[src/mbom_pkg.sv]
// ----------------------------------------------------------------------------
// Mux buffer overflow monitor package
// Shared types and constants: request and result records, the threshold
// record passed from the configuration logic and the reset thresholds.
// ----------------------------------------------------------------------------
package mbom_pkg;

   // Number of channel rates that are summed (1 to 8). The request always
   // carries eight high bytes; channels at or above this count are ignored.
   localparam int NUM_CHANNELS = 8;
   localparam int NUM_CH_FIELDS = 8;

   // Field widths.
   localparam int KBPS_W  = 18;
   localparam int PROD_W  = 25;   // kbps times 66
   localparam int UNIT_W  = 15;   // unit t = kbps * 66 / 1000
   localparam int HI_W    = 15;   // 3t/2
   localparam int LO_W    = 14;   // 8t/10
   localparam int SUM_W   = 19;
   localparam int RATE_W  = 17;
   localparam int COUNT_W = 16;
   localparam int CNT_W   = 4;

   // Reset value of the configured output bitrate and the thresholds that
   // follow from it.
   localparam int KBPS_RESET_INT = 60000;
   localparam int UNIT_RESET_INT = KBPS_RESET_INT * 66 / 1000;
   localparam logic [PROD_W-1:0] PROD_RESET = PROD_W'(KBPS_RESET_INT * 66);
   localparam logic [UNIT_W-1:0] UNIT_RESET = UNIT_W'(UNIT_RESET_INT);
   localparam logic [HI_W-1:0]   HI_RESET   = HI_W'(UNIT_RESET_INT * 3 / 2);
   localparam logic [LO_W-1:0]   LO_RESET   = LO_W'(UNIT_RESET_INT * 8 / 10);

   // Reciprocals for the constant divisions. (kbps*66)/1000 is done as
   // ((kbps*66) >> 3) / 125, and 8t/10 as 4t/5; both are exact over the
   // full operand range with these shifts.
   localparam int RECIP_125_SHIFT = 29;
   localparam logic [22:0] RECIP_125 = 23'((2 ** RECIP_125_SHIFT + 124) / 125);
   localparam int RECIP_5_SHIFT = 19;
   localparam logic [16:0] RECIP_5 = 17'((2 ** RECIP_5_SHIFT + 4) / 5);

   // Output rate scale: count * 1504 >> 10.
   localparam logic [26:0] RATE_SCALE = 27'd1504;
   localparam int RATE_SHIFT = 10;

   // Hysteresis counter limits.
   localparam logic [CNT_W-1:0] COUNT_MAX        = 4'd10;
   localparam logic [CNT_W-1:0] SET_ABOVE        = 4'd7;
   localparam logic [CNT_W-1:0] CLEAR_ABOVE      = 4'd7;
   localparam logic [CNT_W-1:0] CLEAR_OVER_BELOW = 4'd3;

   typedef enum logic [1:0] {
      STATUS_NONE     = 2'd0,
      STATUS_NO_RATE  = 2'd1,
      STATUS_OVERFLOW = 2'd2
   } status_type;

   typedef struct packed {
      logic [NUM_CH_FIELDS-1:0][7:0] rate_high;
      logic [7:0]                    rate_low;
      logic [COUNT_W-1:0]            packet_count;
   } req_type;

   typedef struct packed {
      status_type        status;
      logic              overflow;
      logic [SUM_W-1:0]  total_rate;
      logic [RATE_W-1:0] out_rate;
   } rsp_type;

   typedef struct packed {
      logic            busy;   // thresholds are being recalculated
      logic [HI_W-1:0] hi;
      logic [LO_W-1:0] lo;
   } thr_type;

endpackage

[src/mbom_thresh.sv]
// ----------------------------------------------------------------------------
// Mux buffer overflow monitor threshold pipeline
// Turns a write of the output bitrate into the high and low thresholds over
// three registered steps and flags the recalculation as busy.
// ----------------------------------------------------------------------------
module mbom_thresh (
   input  logic                         clock,
   input  logic                         reset,
   input  logic                         csr_wr_en,
   input  logic [mbom_pkg::KBPS_W-1:0]  csr_wr_data,
   output mbom_pkg::thr_type            thr
);

   logic [mbom_pkg::PROD_W-1:0] prod_ff, prod_in;
   logic [mbom_pkg::UNIT_W-1:0] unit_ff, unit_in;
   logic [mbom_pkg::HI_W-1:0]   hi_ff, hi_in;
   logic [mbom_pkg::LO_W-1:0]   lo_ff, lo_in;
   logic                        settle_ff;
   logic [44:0]                 div_prod;
   logic [16:0]                 three_t;
   logic [16:0]                 four_t;
   logic [33:0]                 lo_prod;

   // Step 1: times 66 as two shifted copies.
   assign prod_in = (mbom_pkg::PROD_W'(csr_wr_data) << 6)
                  + (mbom_pkg::PROD_W'(csr_wr_data) << 1);

   // Step 2: divide by 1000 as a divide by 8 and a reciprocal multiply by 125.
   assign div_prod = 45'(prod_ff[mbom_pkg::PROD_W-1:3]) * 45'(mbom_pkg::RECIP_125);
   assign unit_in  = div_prod[mbom_pkg::RECIP_125_SHIFT +: mbom_pkg::UNIT_W];

   // Step 3: 3t/2 by shift and add, 8t/10 as 4t/5 by reciprocal multiply.
   assign three_t = 17'({unit_ff, 1'b0}) + 17'(unit_ff);
   assign hi_in   = three_t[mbom_pkg::HI_W:1];
   assign four_t  = {unit_ff, 2'b00};
   assign lo_prod = 34'(four_t) * 34'(mbom_pkg::RECIP_5);
   assign lo_in   = lo_prod[mbom_pkg::RECIP_5_SHIFT +: mbom_pkg::LO_W];

   always_ff @(posedge clock) begin
      if (reset) begin
         prod_ff   <= mbom_pkg::PROD_RESET;
         unit_ff   <= mbom_pkg::UNIT_RESET;
         hi_ff     <= mbom_pkg::HI_RESET;
         lo_ff     <= mbom_pkg::LO_RESET;
         settle_ff <= 1'b0;
      end else begin
         if (csr_wr_en) begin
            prod_ff <= prod_in;
         end
         unit_ff   <= unit_in;
         hi_ff     <= hi_in;
         lo_ff     <= lo_in;
         settle_ff <= csr_wr_en;
      end
   end

   // Busy in the write cycle and the one after it; the thresholds are final
   // before any request accepted later is evaluated.
   assign thr.busy = csr_wr_en | settle_ff;
   assign thr.hi   = hi_ff;
   assign thr.lo   = lo_ff;

endmodule

[src/mbom_monitor.sv]
// ----------------------------------------------------------------------------
// Mux buffer overflow monitor evaluation stage
// Sums the channel rates, scales the output packet count, and keeps the
// over and under counters and the overflow latch.
// ----------------------------------------------------------------------------
module mbom_monitor (
   input  logic                clock,
   input  logic                reset,
   input  logic                advance,
   input  mbom_pkg::req_type   req,
   input  mbom_pkg::thr_type   thr,
   output mbom_pkg::rsp_type   rsp
);

   logic [mbom_pkg::CNT_W-1:0]  over_ff, over_in;
   logic [mbom_pkg::CNT_W-1:0]  under_ff, under_in;
   logic                        latch_ff, latch_in;
   logic [mbom_pkg::SUM_W-1:0]  sum;
   logic [26:0]                 rate_prod;
   logic [mbom_pkg::RATE_W-1:0] rate;
   logic                        rate_zero;

   always_comb begin
      sum = '0;
      for (int c = 0; c < mbom_pkg::NUM_CHANNELS; c++) begin
         sum = sum + mbom_pkg::SUM_W'({req.rate_high[c], req.rate_low});
      end
   end

   assign rate_prod = 27'(req.packet_count) * mbom_pkg::RATE_SCALE;
   assign rate      = rate_prod[mbom_pkg::RATE_SHIFT +: mbom_pkg::RATE_W];
   assign rate_zero = (rate == '0);

   always_comb begin
      over_in  = over_ff;
      under_in = under_ff;
      latch_in = latch_ff;
      if (!rate_zero) begin
         if (sum >= mbom_pkg::SUM_W'(thr.hi)) begin
            if (over_ff < mbom_pkg::COUNT_MAX) begin
               over_in = over_ff + mbom_pkg::CNT_W'(1);
            end
            under_in = '0;
         end else if (sum < mbom_pkg::SUM_W'(thr.lo)) begin
            if (under_ff < mbom_pkg::COUNT_MAX) begin
               under_in = under_ff + mbom_pkg::CNT_W'(1);
            end
            over_in = '0;
         end else begin
            over_in  = '0;
            under_in = '0;
         end
         if (over_in > mbom_pkg::SET_ABOVE) begin
            latch_in = 1'b1;
         end else if (under_in > mbom_pkg::CLEAR_ABOVE &&
                      over_in < mbom_pkg::CLEAR_OVER_BELOW) begin
            latch_in = 1'b0;
         end
      end
   end

   always_ff @(posedge clock) begin
      if (reset) begin
         over_ff  <= '0;
         under_ff <= '0;
         latch_ff <= 1'b0;
      end else if (advance) begin
         over_ff  <= over_in;
         under_ff <= under_in;
         latch_ff <= latch_in;
      end
   end

   always_comb begin
      if (rate_zero) begin
         rsp.status = mbom_pkg::STATUS_NO_RATE;
      end else if (latch_in) begin
         rsp.status = mbom_pkg::STATUS_OVERFLOW;
      end else begin
         rsp.status = mbom_pkg::STATUS_NONE;
      end
      rsp.overflow   = latch_in;
      rsp.total_rate = sum;
      rsp.out_rate   = rate;
   end

endmodule

[src/mux_buffer_overflow_monitor.sv]
// ----------------------------------------------------------------------------
// Mux buffer overflow monitor
// Watches the summed channel input rate against thresholds derived from the
// configured output bitrate and reports a latched buffer overflow status.
// ----------------------------------------------------------------------------
// The block takes one request per clock and presents one response for each
// while no response stall or threshold recalculation holds it: the
// request is captured in an input register, evaluated by one pass of short
// logic (an eight-way add, two compares, the counter update and a constant
// multiply), and the response lands in an output register. A stalled
// response holds the pipeline, but an empty input register still takes a
// request while the finished response waits. Writing the output bitrate
// starts a three-step threshold recalculation (multiply by 66, divide by
// 1000, then form 3t/2 and 8t/10); requests are stalled in the write cycle
// and in the cycle after it, and thresholds are ready for everything
// accepted later. The thresholds reset to those of 60000 kbps. A request
// whose packet count is zero reports the no-bitrate status and leaves the
// counters and the overflow latch untouched.
module mux_buffer_overflow_monitor (
   input  logic                              clock,
   input  logic                              reset,
   // Request channel.
   input  logic                              req_valid,
   output logic                              req_stall,
   input  logic [7:0]                        req_ch0_rate_high,
   input  logic [7:0]                        req_ch1_rate_high,
   input  logic [7:0]                        req_ch2_rate_high,
   input  logic [7:0]                        req_ch3_rate_high,
   input  logic [7:0]                        req_ch4_rate_high,
   input  logic [7:0]                        req_ch5_rate_high,
   input  logic [7:0]                        req_ch6_rate_high,
   input  logic [7:0]                        req_ch7_rate_high,
   input  logic [7:0]                        req_shared_rate_low,
   input  logic [mbom_pkg::COUNT_W-1:0]      req_out_packet_count,
   // Response channel.
   output logic                              rsp_valid,
   input  logic                              rsp_stall,
   output logic [1:0]                        rsp_status_code,
   output logic                              rsp_overflow,
   output logic [mbom_pkg::SUM_W-1:0]        rsp_total_input_rate,
   output logic [mbom_pkg::RATE_W-1:0]       rsp_out_rate_kbps,
   // Output bitrate register.
   input  logic                              csr_wr_en,
   input  logic [mbom_pkg::KBPS_W-1:0]       csr_wr_data
);

   mbom_pkg::thr_type thr;
   mbom_pkg::req_type req_in;
   mbom_pkg::req_type s1_req_ff;
   mbom_pkg::rsp_type result;
   mbom_pkg::rsp_type rsp_ff;

   logic s1_valid_ff, s1_valid_in;
   logic rsp_valid_ff, rsp_valid_in;
   logic out_ready;
   logic advance;
   logic s1_free;
   logic accept;

   mbom_thresh u_thresh (
      .clock       (clock),
      .reset       (reset),
      .csr_wr_en   (csr_wr_en),
      .csr_wr_data (csr_wr_data),
      .thr         (thr)
   );

   // Gather the request fields into one record.
   assign req_in.rate_high[0]  = req_ch0_rate_high;
   assign req_in.rate_high[1]  = req_ch1_rate_high;
   assign req_in.rate_high[2]  = req_ch2_rate_high;
   assign req_in.rate_high[3]  = req_ch3_rate_high;
   assign req_in.rate_high[4]  = req_ch4_rate_high;
   assign req_in.rate_high[5]  = req_ch5_rate_high;
   assign req_in.rate_high[6]  = req_ch6_rate_high;
   assign req_in.rate_high[7]  = req_ch7_rate_high;
   assign req_in.rate_low      = req_shared_rate_low;
   assign req_in.packet_count  = req_out_packet_count;

   // The output register frees when it is empty or its response is taken.
   // The held request moves on then; unless thresholds are busy, the input
   // register takes a new request if empty or as its current one leaves.
   assign out_ready    = !rsp_valid_ff || !rsp_stall;
   assign advance      = s1_valid_ff && out_ready;
   assign s1_free      = !s1_valid_ff || advance;
   assign req_stall    = !s1_free || thr.busy;
   assign accept       = req_valid && !req_stall;
   assign s1_valid_in  = accept || (s1_valid_ff && !advance);
   assign rsp_valid_in = advance || (rsp_valid_ff && rsp_stall);

   always_ff @(posedge clock) begin
      if (reset) begin
         s1_valid_ff  <= 1'b0;
         rsp_valid_ff <= 1'b0;
      end else begin
         s1_valid_ff  <= s1_valid_in;
         rsp_valid_ff <= rsp_valid_in;
      end
   end

   always_ff @(posedge clock) begin
      if (accept) begin
         s1_req_ff <= req_in;
      end
      if (advance) begin
         rsp_ff <= result;
      end
   end

   // The counters and the latch advance exactly once per request, in the
   // cycle its response is written into the output register.
   mbom_monitor u_monitor (
      .clock   (clock),
      .reset   (reset),
      .advance (advance),
      .req     (s1_req_ff),
      .thr     (thr),
      .rsp     (result)
   );

   assign rsp_valid            = rsp_valid_ff;
   assign rsp_status_code      = rsp_ff.status;
   assign rsp_overflow         = rsp_ff.overflow;
   assign rsp_total_input_rate = rsp_ff.total_rate;
   assign rsp_out_rate_kbps    = rsp_ff.out_rate;

   // No request is taken in the cycle after a bitrate write.
   assert property (@(posedge clock) disable iff (reset)
      csr_wr_en |=> !(req_valid && !req_stall))
      else $error("request accepted while thresholds were recalculating");

   // The no-bitrate status goes with a zero output rate and only with it.
   assert property (@(posedge clock) disable iff (reset)
      rsp_valid |-> ((rsp_status_code == mbom_pkg::STATUS_NO_RATE) ==
                     (rsp_out_rate_kbps == '0)))
      else $error("no-bitrate status disagrees with the output rate");

   // With a nonzero output rate the status reflects the overflow latch.
   assert property (@(posedge clock) disable iff (reset)
      rsp_valid && rsp_status_code != mbom_pkg::STATUS_NO_RATE |->
         (rsp_overflow == (rsp_status_code == mbom_pkg::STATUS_OVERFLOW)))
      else $error("status code disagrees with the overflow latch");

   // A held request stays in the input register until it moves on.
   assert property (@(posedge clock) disable iff (reset)
      s1_valid_ff && !advance |=> s1_valid_ff && $stable(s1_req_ff))
      else $error("held request lost from the input register");

endmodule
[config.mk]
export PLATFORM = sky130hd
export DESIGN_NAME = mux_buffer_overflow_monitor
export DESIGN_NICKNAME = d
export VERILOG_FILES = /design/src/mbom_pkg.sv /design/src/mbom_thresh.sv /design/src/mbom_monitor.sv /design/src/mux_buffer_overflow_monitor.sv
export SDC_FILE = /design/constraint.sdc
export NUM_CORES = 1
export LEC_CHECK = 0
export BUFFER_PORTS_ARGS = -buffer_cell sky130_fd_sc_hd__buf_2
export CORE_ASPECT_RATIO = 2
export CORE_MARGIN = 4
export CORE_UTILIZATION = 63
export DETAILED_ROUTE_END_ITERATION = 16
export MAX_ROUTING_LAYER = met4
export PLACE_DENSITY = 0.83
export SLEW_MARGIN = 20
export SYNTH_ARGS = -nofsm -noshare
export SYNTH_HDL_FRONTEND = slang
export SYNTH_SLANG_ARGS = --single-unit
[constraint.sdc]
create_clock -name clock -period 8.1 [get_ports clock]
set_clock_uncertainty 0.15 [all_clocks]
set_input_delay 1.62 -clock clock [delete_from_list [all_inputs] [get_ports clock]]
set_output_delay 1.62 -clock clock [all_outputs]
set_load 0.05 [all_outputs]
Word level (Yosys, flattened, before mapping)
Index checks and enable logic that the tools add are counted.
{"block": "word_totals", "regBits": 208, "output_inout_bits": 41}
{"block": "classes", "add_sub_neg": 11, "mul": 3, "magnitude_cmp": 7, "n_mux": 11, "bitwise_logic": 2, "reduce_logical": 18}
{"cell": "adder 19 x 16 -> 19 bit", "count": 6}
{"cell": "multiplier 22 x 20 -> 41 bit (second input constant)", "count": 1}
{"cell": "multiplier 15 x 16 -> 30 bit (second input constant)", "count": 1}
{"cell": "2-to-1 mux 4 bit", "count": 7}
{"cell": "adder 24 x 19 -> 25 bit", "count": 1}
{"cell": "multiplier 16 x 6 -> 22 bit (second input constant)", "count": 1}
{"cell": ">= comparator 19 x 15 -> 1 bit", "count": 1}
{"cell": "< comparator 19 x 14 -> 1 bit", "count": 1}
{"cell": "adder 16 x 16 -> 17 bit", "count": 1}
{"cell": "logical NOT 17 bit", "count": 1}
{"cell": "adder 16 x 15 -> 16 bit", "count": 1}
{"cell": "adder 4 x 1 -> 4 bit (second input constant)", "count": 2}
{"cell": "greater-than comparator 4 x 3 -> 1 bit (second input constant)", "count": 2}
{"cell": "< comparator 4 bit (second input constant)", "count": 2}
{"cell": "logical NOT 1 bit", "count": 6}
{"cell": "logical AND 1 bit", "count": 5}
{"cell": "logical OR 1 bit", "count": 5}
{"cell": "< comparator 4 x 2 -> 1 bit (second input constant)", "count": 1}
{"cell": "2-to-1 mux 1 bit", "count": 3}
{"cell": "2-to-1 mux 2 bit", "count": 1}
{"cell": "AND reduction 2 bit", "count": 1}
{"cell": "inverter 1 bit", "count": 1}
{"cell": "bitwise OR 1 bit", "count": 1}

Logic depth before layout (Yosys ltp)
Gate-level depths: netlist (run 1).
{"block": "logic_depth", "ltp_word": 17, "mapped_depth": 28, "ltp_nobuf": 28}

Cells and area by module
A second synthesis (run 1) with hierarchy kept.
{"block": "unflattened", "hier_cells": 2112, "area_unflattened_um2": 21937.3}
{"module": "mbom_thresh", "instances": 1, "cells_each": 1398, "area_per_inst_um2": 12773.5}
{"module": "mbom_monitor", "instances": 1, "cells_each": 577, "area_per_inst_um2": 5241.3}
{"module": "mux_buffer_overflow_monitor", "instances": 1, "cells_each": 137, "area_per_inst_um2": 3922.5}

Worst setup path after synthesis (run 1)
Ideal clock, no wire load.
{"block": "synth_timing", "kind": "register to register", "from": "register s1_req_ff[23] in the netlist's numbering", "to": "register u_monitor.under_ff[3] in the netlist's numbering", "setup_ns": 0.075, "arrival_ns": 6.549, "slack_ns": 1.326, "path_stages_with_launch": 26, "path_buffers": 0, "synth_period_minus_slack_ns": 6.774, "cell_sequence": "edfxtp_1 > inv_1 > fa_1 > inv_1 > a21oi_1 > o21ai_0 > xor2_1 > fa_1 > inv_1 > fa_1 > fa_1 > fa_1 > inv_1 > ha_1 > or3_1 > o21a_1 > a21oi_1 > xnor2_1 > ha_1 > a21o_1 > a21oi_1 > o221ai_1 > a211oi_2 > nand4_1 > or4_1 > o22ai_1"}
{"element": "start: declaration", "line_no": "mux_buffer_overflow_monitor.sv:49", "source": "mbom_pkg::req_type s1_req_ff;"}
{"element": "start signal: assignment", "line_no": "mux_buffer_overflow_monitor.sv:103", "source": "s1_req_ff <= req_in;"}
{"element": "end signal: assignment", "line_no": "mbom_monitor.sv:69", "source": "under_ff <= under_in;"}
{"element": "end: declaration", "line_no": "mbom_monitor.sv:16", "source": "logic [mbom_pkg::CNT_W-1:0] under_ff, under_in;"}

==> out/qor.yml, run 1 <==
slew_violations: 0
start_util_pct: 63.6
port_buffers: 149
dr.pass1.iters: 5
finalCritPeriodShare_pct: 93.5
nets: 2994
antenna_found_initial: 1
layout_commonest_cell: "inv_1"
drc_errors: 0
r2r_slack_ps: 530
synth_top_area_cell: "ha_1"
clock_latency_ps: 520
setup_viol: 0
synth_edf_count: 125
max_slew_margin_pct: 39.5
synth_top_cell_area_share_pct: 24.6
grt-ovfl-total: 0
cts_buffers: 20
grt_pass1_vias: 17185
cts_num_sinks: 203
crit_start: "s1_req_ff[23]$_DFFE_PP_"
ys_top_cells_by_area: "ha_1 25%, fa_1 23%, edfxtp_1 17%"
crit_fanout: 7
r2r_end: "u_monitor.under_ff[3]$_SDFFE_PP0P_"
critPathMaxStageDelay_ps: 590
r2r_cells: 26
hold_viol: 0
path_clk_slew_ps: 70
setup_tns_ps: 0
crit_cells: 26
via_per_inst: 5.77
async_flop_share_pct: 0
yosysSeqAreaShare_pct: 24.4
critical_path_class: "reg2reg"
root_buffer: "clkbuf_16"
routedWlPerCell_um: 19.3
htree_levels: 1
synth_area_um2: 21800
worst_slew_pin_slew_ps: 907
hold_class: "reg2reg"
cpMaxStageDelayCell: "or4_1"
cp.required_ps: 8400
synth-warning-count: 0
crit_family: "adder cells"
finalWirelength_um: 51500
rows: 96
drive_above_1_share_pct: 10.1
grt_pass1_wl_um: 83700
maxCapViolCount: 0
arrival_ps: 7870
avgSynthCellArea_um2: 10.6
ys.flop_type: "edfxtp_1"
antenna_left: 0
endpoint: "u_monitor.under_ff[3]$_SDFFE_PP0P_"
ys_types: 78
cts_tree: "yes"
die_w_um: 139
final_cell_mix: "450 x inv_1, 428 x ha_1, 246 x fa_1"
r2r-start: "s1_req_ff[23]$_DFFE_PP_"
coreArea_um2: 34200
start_kind: "flip-flop"
fmax_mhz: 132
hpwl_um: 43200
vias: 15384
syn_inst: 2045
rsz0062_at_grt: "no"
outcome: "complete, no violations"
syn_to_final_growth_pct: 8.91
io_pins: 152
path_buf_inv: 5
grt_start_max_net_pins: 67
ys_ff_latch: 203
grt_use_total_pct: 28.6
gp_congestion: 1.00
drt_iter0_drc: 557
min_period_ps: 7570
chipHeight_um: 271
end_kind: "flip-flop"
die_area_um2: 37800
clockBufferDepth: 3
worst register-to-register path: cells and delay by family, from the launching register on:
family / cells / cell delay [ps]
simple gates: 5 / 1590
flops: 1 / 470
xor+xnor: 2 / 370
buf+inv: 5 / 380
compound gates: 7 / 1430
fa+ha+maj: 7 / 3100
sequential cells by signal, indices dropped and copies added, names as in the netlist:
register	flops
u_thresh.unit_ff	15
u_thresh.prod_ff	22
rsp_status_code	2
u_thresh.lo_ff	14
rsp_valid	1
rsp_overflow	1
s1_valid_ff	1
u_monitor.under_ff	4
u_monitor.latch_ff	1
u_monitor.over_ff	4
u_thresh.settle_ff	1
s1_req_ff	88
u_thresh.hi_ff	15
rsp_total_input_rate	17
rsp_out_rate_kbps	17
cell type report:
cell class              count  area (um^2)
clock buffers              26          566
inverters                 451         1690
fillers                  2517        10500
well taps                 441          552
diodes                      1         2.50
repair buffers            156          798
flip-flops and latches    203         5320
clock inverters            10         78.8
multi-input cells        1377        14700
cells in the mapped netlist, types with 5 or more instances:
cell type  number
or2_2          15
a2111oi_0       5
nand2b_1        7
nand2_1        59
or3_1           8
a211oi_1       14
inv_1         450
nor2b_1        13
dfxtp_1        78
xor2_1         23
o211ai_1       11
nor4_1          6
o21a_1         18
fa_1          246
and3_1         19
a21o_1         34
ha_1          428
clkbuf_1       12
and2_1         13
a21oi_1        73
nand3_1        21
nor3_1         29
edfxtp_1      125
xnor2_1        51
nand4_1        15
mux2i_1        13
a31oi_1         8
or4_1           7
o21ai_0        63
nor2_1         93
o2111ai_1       5
o21bai_1        7
cell families (layout without fill, tap and decap cells):
family          after synthesis  after routing  share of synthesized area (%)
simple gates                319            319                           7.44
fa+ha+maj                   674            674                           47.2
compound gates              294            294                           9.20
xor+xnor                     74             74                           2.98
mux                          14             14                          0.650
other cells                   1              3                         0.0172
flops                       203            203                           24.4
buf+inv                     466            643                           8.07
per-layer routing:
metal | vias up | share of wire [%] | global-route usage, % | wire length [um]
met1 | 7599 | 31 | 25.0 | 15800
met3 | 190 | 3.1 | 2.60 | 1610
li1 | 7197 | - | - | -
met5 | - | 0 | - | 0
met2 | 398 | 59 | 57.1 | 30400
met4 | 0 | 7.0 | 16.6 | 3620
repair_timing:
item	CTS	global route
hold buffers	0	0
gates resized for setup	0	0
endpoints found under the setup margin	0	1
buffers inserted	0	1
through the flow:
step           hold slack (ps)  util (%)  std cells  cell area [um^2]  worst slack, ps
2_1_floorplan              301         -       2046             21800             1330
3_3_place_gp               314      67.3       2627             23100              864
3_5_place_dp               329      67.3       2627             23100              544
4_1_cts                    345      69.2       2663             23700              494
5_1_grt                    384      69.3       2665             23700             44.3
6_report                   349      69.3       2665             23700              529
how the worst min path moves through the flow:
| stage | end | slack, ps | start | cells past startpoint |
|---|---|---|---|---|
| floorplan | rsp_valid$_SDFF_PP0_ | 300 | s1_valid_ff$_SDFF_PP0_ | 2 |
| finish | u_monitor.latch_ff$_SDFFE_PP0P_ | 350 | u_monitor.latch_ff$_SDFFE_PP0P_ | 2 |
| CTS | u_monitor.latch_ff$_SDFFE_PP0P_ | 340 | u_monitor.latch_ff$_SDFFE_PP0P_ | 2 |
| detailed placement | u_monitor.latch_ff$_SDFFE_PP0P_ | 330 | u_monitor.latch_ff$_SDFFE_PP0P_ | 2 |
| global route | u_monitor.under_ff[0]$_SDFFE_PP0P_ | 380 | u_monitor.under_ff[0]$_SDFFE_PP0P_ | 2 |
| global placement | u_monitor.latch_ff$_SDFFE_PP0P_ | 310 | u_monitor.latch_ff$_SDFFE_PP0P_ | 2 |
Power of run 1 is not shown: default switching activity piles up to over one toggle a cycle in this logic, so the estimate is an artifact.
==> inputs of run 2 (changes only) <==
--- a/config.mk
+++ b/config.mk
@@ -11,7 +11,7 @@
 export CORE_UTILIZATION = 63
 export DETAILED_ROUTE_END_ITERATION = 16
 export MAX_ROUTING_LAYER = met4
-export PLACE_DENSITY = 0.83
+export PLACE_DENSITY_LB_ADDON = 0.12
 export SLEW_MARGIN = 20
 export SYNTH_ARGS = -nofsm -noshare
 export SYNTH_HDL_FRONTEND = slang
==> run 2 against run 1 <==
  * Global-route usage down 0.12 points
  * Hold slack lost 2.6 ps
  * Sequential cell count did not move
  * Routed wire length shrank 1.7%
  * Maximum frequency increased by 1.2%
  * Critical path type unchanged
  * Largest cell class unchanged
  * Highest routed layer unchanged
==> out/qor.yml, run 2 (same netlist as run 1, synthesis figures left out) <==
end_kind: "flip-flop"  # unchanged
crit_start: "s1_req_ff[23]$_DFFE_PP_"  # unchanged
cts_resized: 0  # unchanged
gp_congestion: 0.919  # was 1.00
hold_viol: 0  # unchanged
drive_above_1_share_pct: 10.2  # was 10.1%
cts_hold_buf: 0  # unchanged
slew_violations: 0  # unchanged
layout_commonest_cell: "inv_1"  # unchanged
grt-ovfl-total: 0  # unchanged
hold-path-cell-count: 2  # unchanged
grt_pass1_wl_um: 82900  # was 83700 um
drc_errors: 0  # unchanged
start_kind: "flip-flop"  # unchanged
dpl_cell_area_um2: 23000  # was 23100 um^2
postCtsSetupBuffers: 0  # unchanged
n_fill_cell: 2658  # was 2517
grt_start_max_net_pins: 63  # was 67
clock_latency_ps: 530  # was 520 ps
min_period_ps: 7480  # was 7570 ps
setup_tns_ps: 0  # unchanged
routedWlPerCell_um: 19.0  # was 19.3 um
multiInputGateArea_um2: 14700  # unchanged
via_per_inst: 5.71  # was 5.77
vias: 15237  # was 15384
nets: 2994  # unchanged
reg_top3: "s1_req_ff (88), u_thresh.prod_ff (22)"  # unchanged
regMostFlops: "s1_req_ff"  # unchanged
setup_viol: 0  # unchanged
syn_to_final_growth_pct: 9.15  # was 8.91%
endpoint: "u_monitor.under_ff[3]$_SDFFE_PP0P_"  # unchanged
grt_use_total_pct: 28.4  # was 28.6%
r2r_end: "u_monitor.under_ff[3]$_SDFFE_PP0P_"  # unchanged
final_area_um2: 23800  # was 23700 um^2
cpMaxStageDelayCell: "fa_1"  # was or4_1
antenna_left: 0  # unchanged
hold_class: "reg2reg"  # unchanged
outcome: "complete, no violations"  # unchanged
root_buffer: "clkbuf_16"  # unchanged
critical_path_class: "reg2reg"  # unchanged
arrival_ps: 7780  # was 7870 ps
port_buffers: 149  # unchanged
dr.pass1.iters: 5  # unchanged
rows: 96  # unchanged
path_clk_slew_ps: 60  # was 70 ps
start_util_pct: 63.6  # unchanged
finalWirelength_um: 50600  # was 51500 um
critPathMaxStageDelay_ps: 550  # was 590 ps
cp.required_ps: 8400  # about the same
utilization_pct: 69.4  # was 69.3%
crit_fanout: 7  # unchanged
rsz0062_at_grt: "no"  # unchanged
grt_pass1_vias: 16839  # was 17185
max_slew_margin_pct: 42.8  # was 39.5%
die_w_um: 139  # unchanged
hpwl_um: 42800  # was 43200 um
maxCapViolCount: 0  # unchanged
final_cell_mix: "449 x inv_1, 428 x ha_1, 246 x fa_1"  # was 450 x inv_1, 428 x ha_1, 246 x fa_1
antenna_found_initial: 2  # was 1
dp_slack_ps: 518  # was 544 ps
cts_num_sinks: 203  # unchanged
cts_tree: "yes"  # unchanged
clockBufferDepth: 3  # unchanged
cts_buffers: 21  # was 20
drt_iter0_drc: 585  # was 557
crit_top_cell: "fa_1"
r2r-start: "s1_req_ff[23]$_DFFE_PP_"  # unchanged
r2r_slack_ps: 620  # was 530 ps
largest_register_ffs: 88  # unchanged
io_pins: 152  # unchanged
seq_area_um2: 5320  # unchanged
die_area_um2: 37800  # unchanged
fin_ws_ps: 620  # was 529 ps
worst_slew_pin_slew_ps: 858  # was 907 ps
htree_levels: 1  # unchanged
r2r_cells: 26  # unchanged
coreArea_um2: 34200  # unchanged
fmax_mhz: 134  # was 132 MHz
chipHeight_um: 271  # unchanged
finalCritPeriodShare_pct: 92.4  # was 93.5%
-- run 2: worst min path at each step --
stage,startpoint,to,slack [ps]
floorplan,s1_valid_ff$_SDFF_PP0_,rsp_valid$_SDFF_PP0_,300
global placement,s1_valid_ff$_SDFF_PP0_,rsp_valid$_SDFF_PP0_,320
detailed placement,u_monitor.latch_ff$_SDFFE_PP0P_,u_monitor.latch_ff$_SDFFE_PP0P_,340
CTS,u_monitor.latch_ff$_SDFFE_PP0P_,u_monitor.latch_ff$_SDFFE_PP0P_,350
global route,u_monitor.over_ff[3]$_SDFFE_PP0P_,u_monitor.over_ff[3]$_SDFFE_PP0P_,370
finish,u_monitor.latch_ff$_SDFFE_PP0P_,u_monitor.latch_ff$_SDFFE_PP0P_,350
-- run 2: per-layer routing --
layer  vias up  track usage (%)  routed length [um]
li1       7199                -                   -
met1      7520             25.9               15600
met2       351             57.2               30300
met3       167             2.03                1460
met4         0             14.5                3210
met5         -                -                   0
-- run 2: area by class of cell --
cell class / count / area share [%]
Multi-Input combinational cell: 1377 / 61.9
Sequential cell: 203 / 22.4
Inverter: 451 / 7.13
Timing Repair Buffer: 155 / 3.33
Tap cell: 441 / 2.32
Clock buffer: 25 / 2.32
Clock inverter: 13 / 0.632
Antenna cell: 2 / 0.0211
-- run 2: through the flow --
stage	hold WS, ps	instances
final	346	2667
after detailed placement	338	2625
after floorplan	301	2046
after CTS	347	2663
after global routing	370	2667
after global placement	322	2625
-- run 2: worst max-delay path: cells and delay by family, from the launching register on --
family,cells,cell delay [ps]
buffers and inverters,5,480
adders and majority gates,7,3140
AOI/OAI and AO/OA,9,1730
and+or+nand+nor,3,1060
xor gates and xnor gates,2,390
DFF,1,460
Power of run 2 is left out for the same reason.
==> inputs of run 3 (changes only) <==
--- a/config.mk
+++ b/config.mk
@@ -8,7 +8,7 @@
 export BUFFER_PORTS_ARGS = -buffer_cell sky130_fd_sc_hd__buf_2
 export CORE_ASPECT_RATIO = 2
 export CORE_MARGIN = 4
-export CORE_UTILIZATION = 63
+export CORE_UTILIZATION = 60
 export DETAILED_ROUTE_END_ITERATION = 16
 export MAX_ROUTING_LAYER = met4
 export PLACE_DENSITY_LB_ADDON = 0.12
==> run 3 against run 2 <==
  * Largest cell class unchanged
  * Global-route usage shrank 1.8 points
  * Via count shrank 0.43%
  * Design area shrank 0.16%
  * Register-to-register slack gained 20 ps
  * Hold slack lost 3.0 ps
  * Cell count grew 0.34%
==> out/qor.yml, run 3 (same netlist as run 1, synthesis figures left out) <==
maxCapViolCount: 0  # unchanged
layout_commonest_cell: "inv_1"  # unchanged
rows: 98  # was 96
antenna_found_initial: 3  # was 2
chipHeight_um: 277  # was 271 um
min_period_ps: 7460  # was 7480 ps
nets: 2993  # was 2994
largest_register_ffs: 88  # unchanged
syn_to_final_growth_pct: 8.97  # was 9.15%
clock_latency_ps: 520  # was 530 ps
top_usage_layer: "met2"  # unchanged
postCtsSetupBuffers: 0  # unchanged
grt_pass1_vias: 17169  # was 16839
n_fill_cell: 2913  # was 2658
crit_fanout: 7  # unchanged
drc_errors: 0  # unchanged
grt_use_total_pct: 26.6  # was 28.4%
vias: 15172  # was 15237
via_per_inst: 5.67  # was 5.71
critPathMaxStageDelay_ps: 590  # was 550 ps
hpwl_um: 42800  # about the same
cts_num_sinks: 203  # unchanged
regMostFlops: "s1_req_ff"  # unchanged
gp_congestion: 0.926  # was 0.919
hold_class: "reg2reg"  # unchanged
start_util_pct: 60.8  # was 63.6%
rsz0062_at_grt: "no"  # unchanged
drt_iter0_drc: 451  # was 585
drive_above_1_share_pct: 10.1  # was 10.2%
fmax_mhz: 134  # about the same
die_area_um2: 39600  # was 37800 um^2
hold_viol: 0  # unchanged
reg_top3: "s1_req_ff (88), u_thresh.prod_ff (22)"  # unchanged
setup_tns_ps: 0  # unchanged
routedWlPerCell_um: 18.7  # was 19.0 um
die_w_um: 143  # was 139 um
crit_top_cell: "fa_1"  # unchanged
met3_usage_pct: 1.95  # was 2.03%
port_buffers: 149  # unchanged
clockBufferDepth: 3  # unchanged
start_kind: "flip-flop"  # unchanged
setup_viol: 0  # unchanged
io_pins: 152  # unchanged
root_buffer: "clkbuf_16"  # unchanged
cts_buffers: 21  # unchanged
max_slew_margin_pct: 42.7  # was 42.8%
grt_pass1_wl_um: 81000  # was 82900 um
cts_resized: 0  # unchanged
grt-ovfl-total: 0  # unchanged
critical_path_class: "reg2reg"  # unchanged
slew_violations: 0  # unchanged
finalCritPeriodShare_pct: 92.2  # was 92.4%
arrival_ps: 7750  # was 7780 ps
cpMaxStageDelayCell: "or4_1"  # was fa_1
worst_slew_pin_slew_ps: 860  # was 858 ps
crit_family: "adder cells"  # unchanged
outcome: "complete, no violations"  # unchanged
end_kind: "flip-flop"  # unchanged
coreArea_um2: 35800  # was 34200 um^2
cts_hold_buf: 0  # unchanged
path_buf_inv: 4  # was 5
final_cell_mix: "449 x inv_1, 428 x ha_1, 246 x fa_1"  # unchanged
cts_tree: "yes"  # unchanged
grtUsageMet2_pct: 52.5  # was 57.2%
finalWirelength_um: 50000  # was 50600 um
grt_start_max_net_pins: 64  # was 63
path_clk_slew_ps: 60  # about the same
dr.pass1.iters: 4  # was 5
htree_levels: 1  # unchanged
cp.required_ps: 8390  # was 8400 ps
met1_usage_pct: 23.9  # was 25.9%
antenna_left: 0  # unchanged
==> run 3: final timing paths <==
check             slack, ps  cells after the start                                  to                            start
setup / recovery        640                     25  u_monitor.under_ff[3]$_SDFFE_PP0P_          s1_req_ff[23]$_DFFE_PP_
hold / removal          340                      2     u_monitor.latch_ff$_SDFFE_PP0P_  u_monitor.latch_ff$_SDFFE_PP0P_
hold reg to reg         340                      2     u_monitor.latch_ff$_SDFFE_PP0P_  u_monitor.latch_ff$_SDFFE_PP0P_
setup reg to reg        640                     25  u_monitor.under_ff[3]$_SDFFE_PP0P_          s1_req_ff[23]$_DFFE_PP_
==> run 3: layout make-up <==
cell class / instances / area [um^2] / area share (%)
Tap cell: 450 / 563 / 2.37
Multi-Input combinational cell: 1377 / 14700 / 62.0
Antenna cell: 3 / 7.51 / 0.0317
Clock inverter: 16 / 126 / 0.533
Sequential cell: 203 / 5320 / 22.4
Timing Repair Buffer: 154 / 783 / 3.30
Clock buffer: 22 / 529 / 2.23
Inverter: 451 / 1690 / 7.14
==> run 3: per-stage QoR <==
step                util (%)  area, um^2  hold WS, ps  setup slack [ps]  cells
floorplan                  -       21800          301              1330   2046
detailed placement      64.4       23100          333               649   2635
global route            66.2       23700          391               141   2676
finish                  66.2       23700          343               635   2676
CTS                     66.2       23700          343               615   2673
global placement        64.4       23100          313               804   2635
==> run 3: worst reg2reg max path: cells and delay by family (launching register included) <==
family / cells / cell delay [ps]
and+or+nand+nor: 3 / 1360
adders and majority gates: 7 / 3130
xor gates and xnor gates: 2 / 340
DFF: 1 / 500
buffers and inverters: 4 / 280
AOI/OAI and AO/OA: 9 / 1650
==> run 3: metal layers <==
metal  part of all wire [%]  routed length [um]
met5                      0                   0
met4                    6.6                3280
met3                    2.7                1370
met2                     59               29500
met1                     32               15900
Power of run 3 is left out for the same reason.
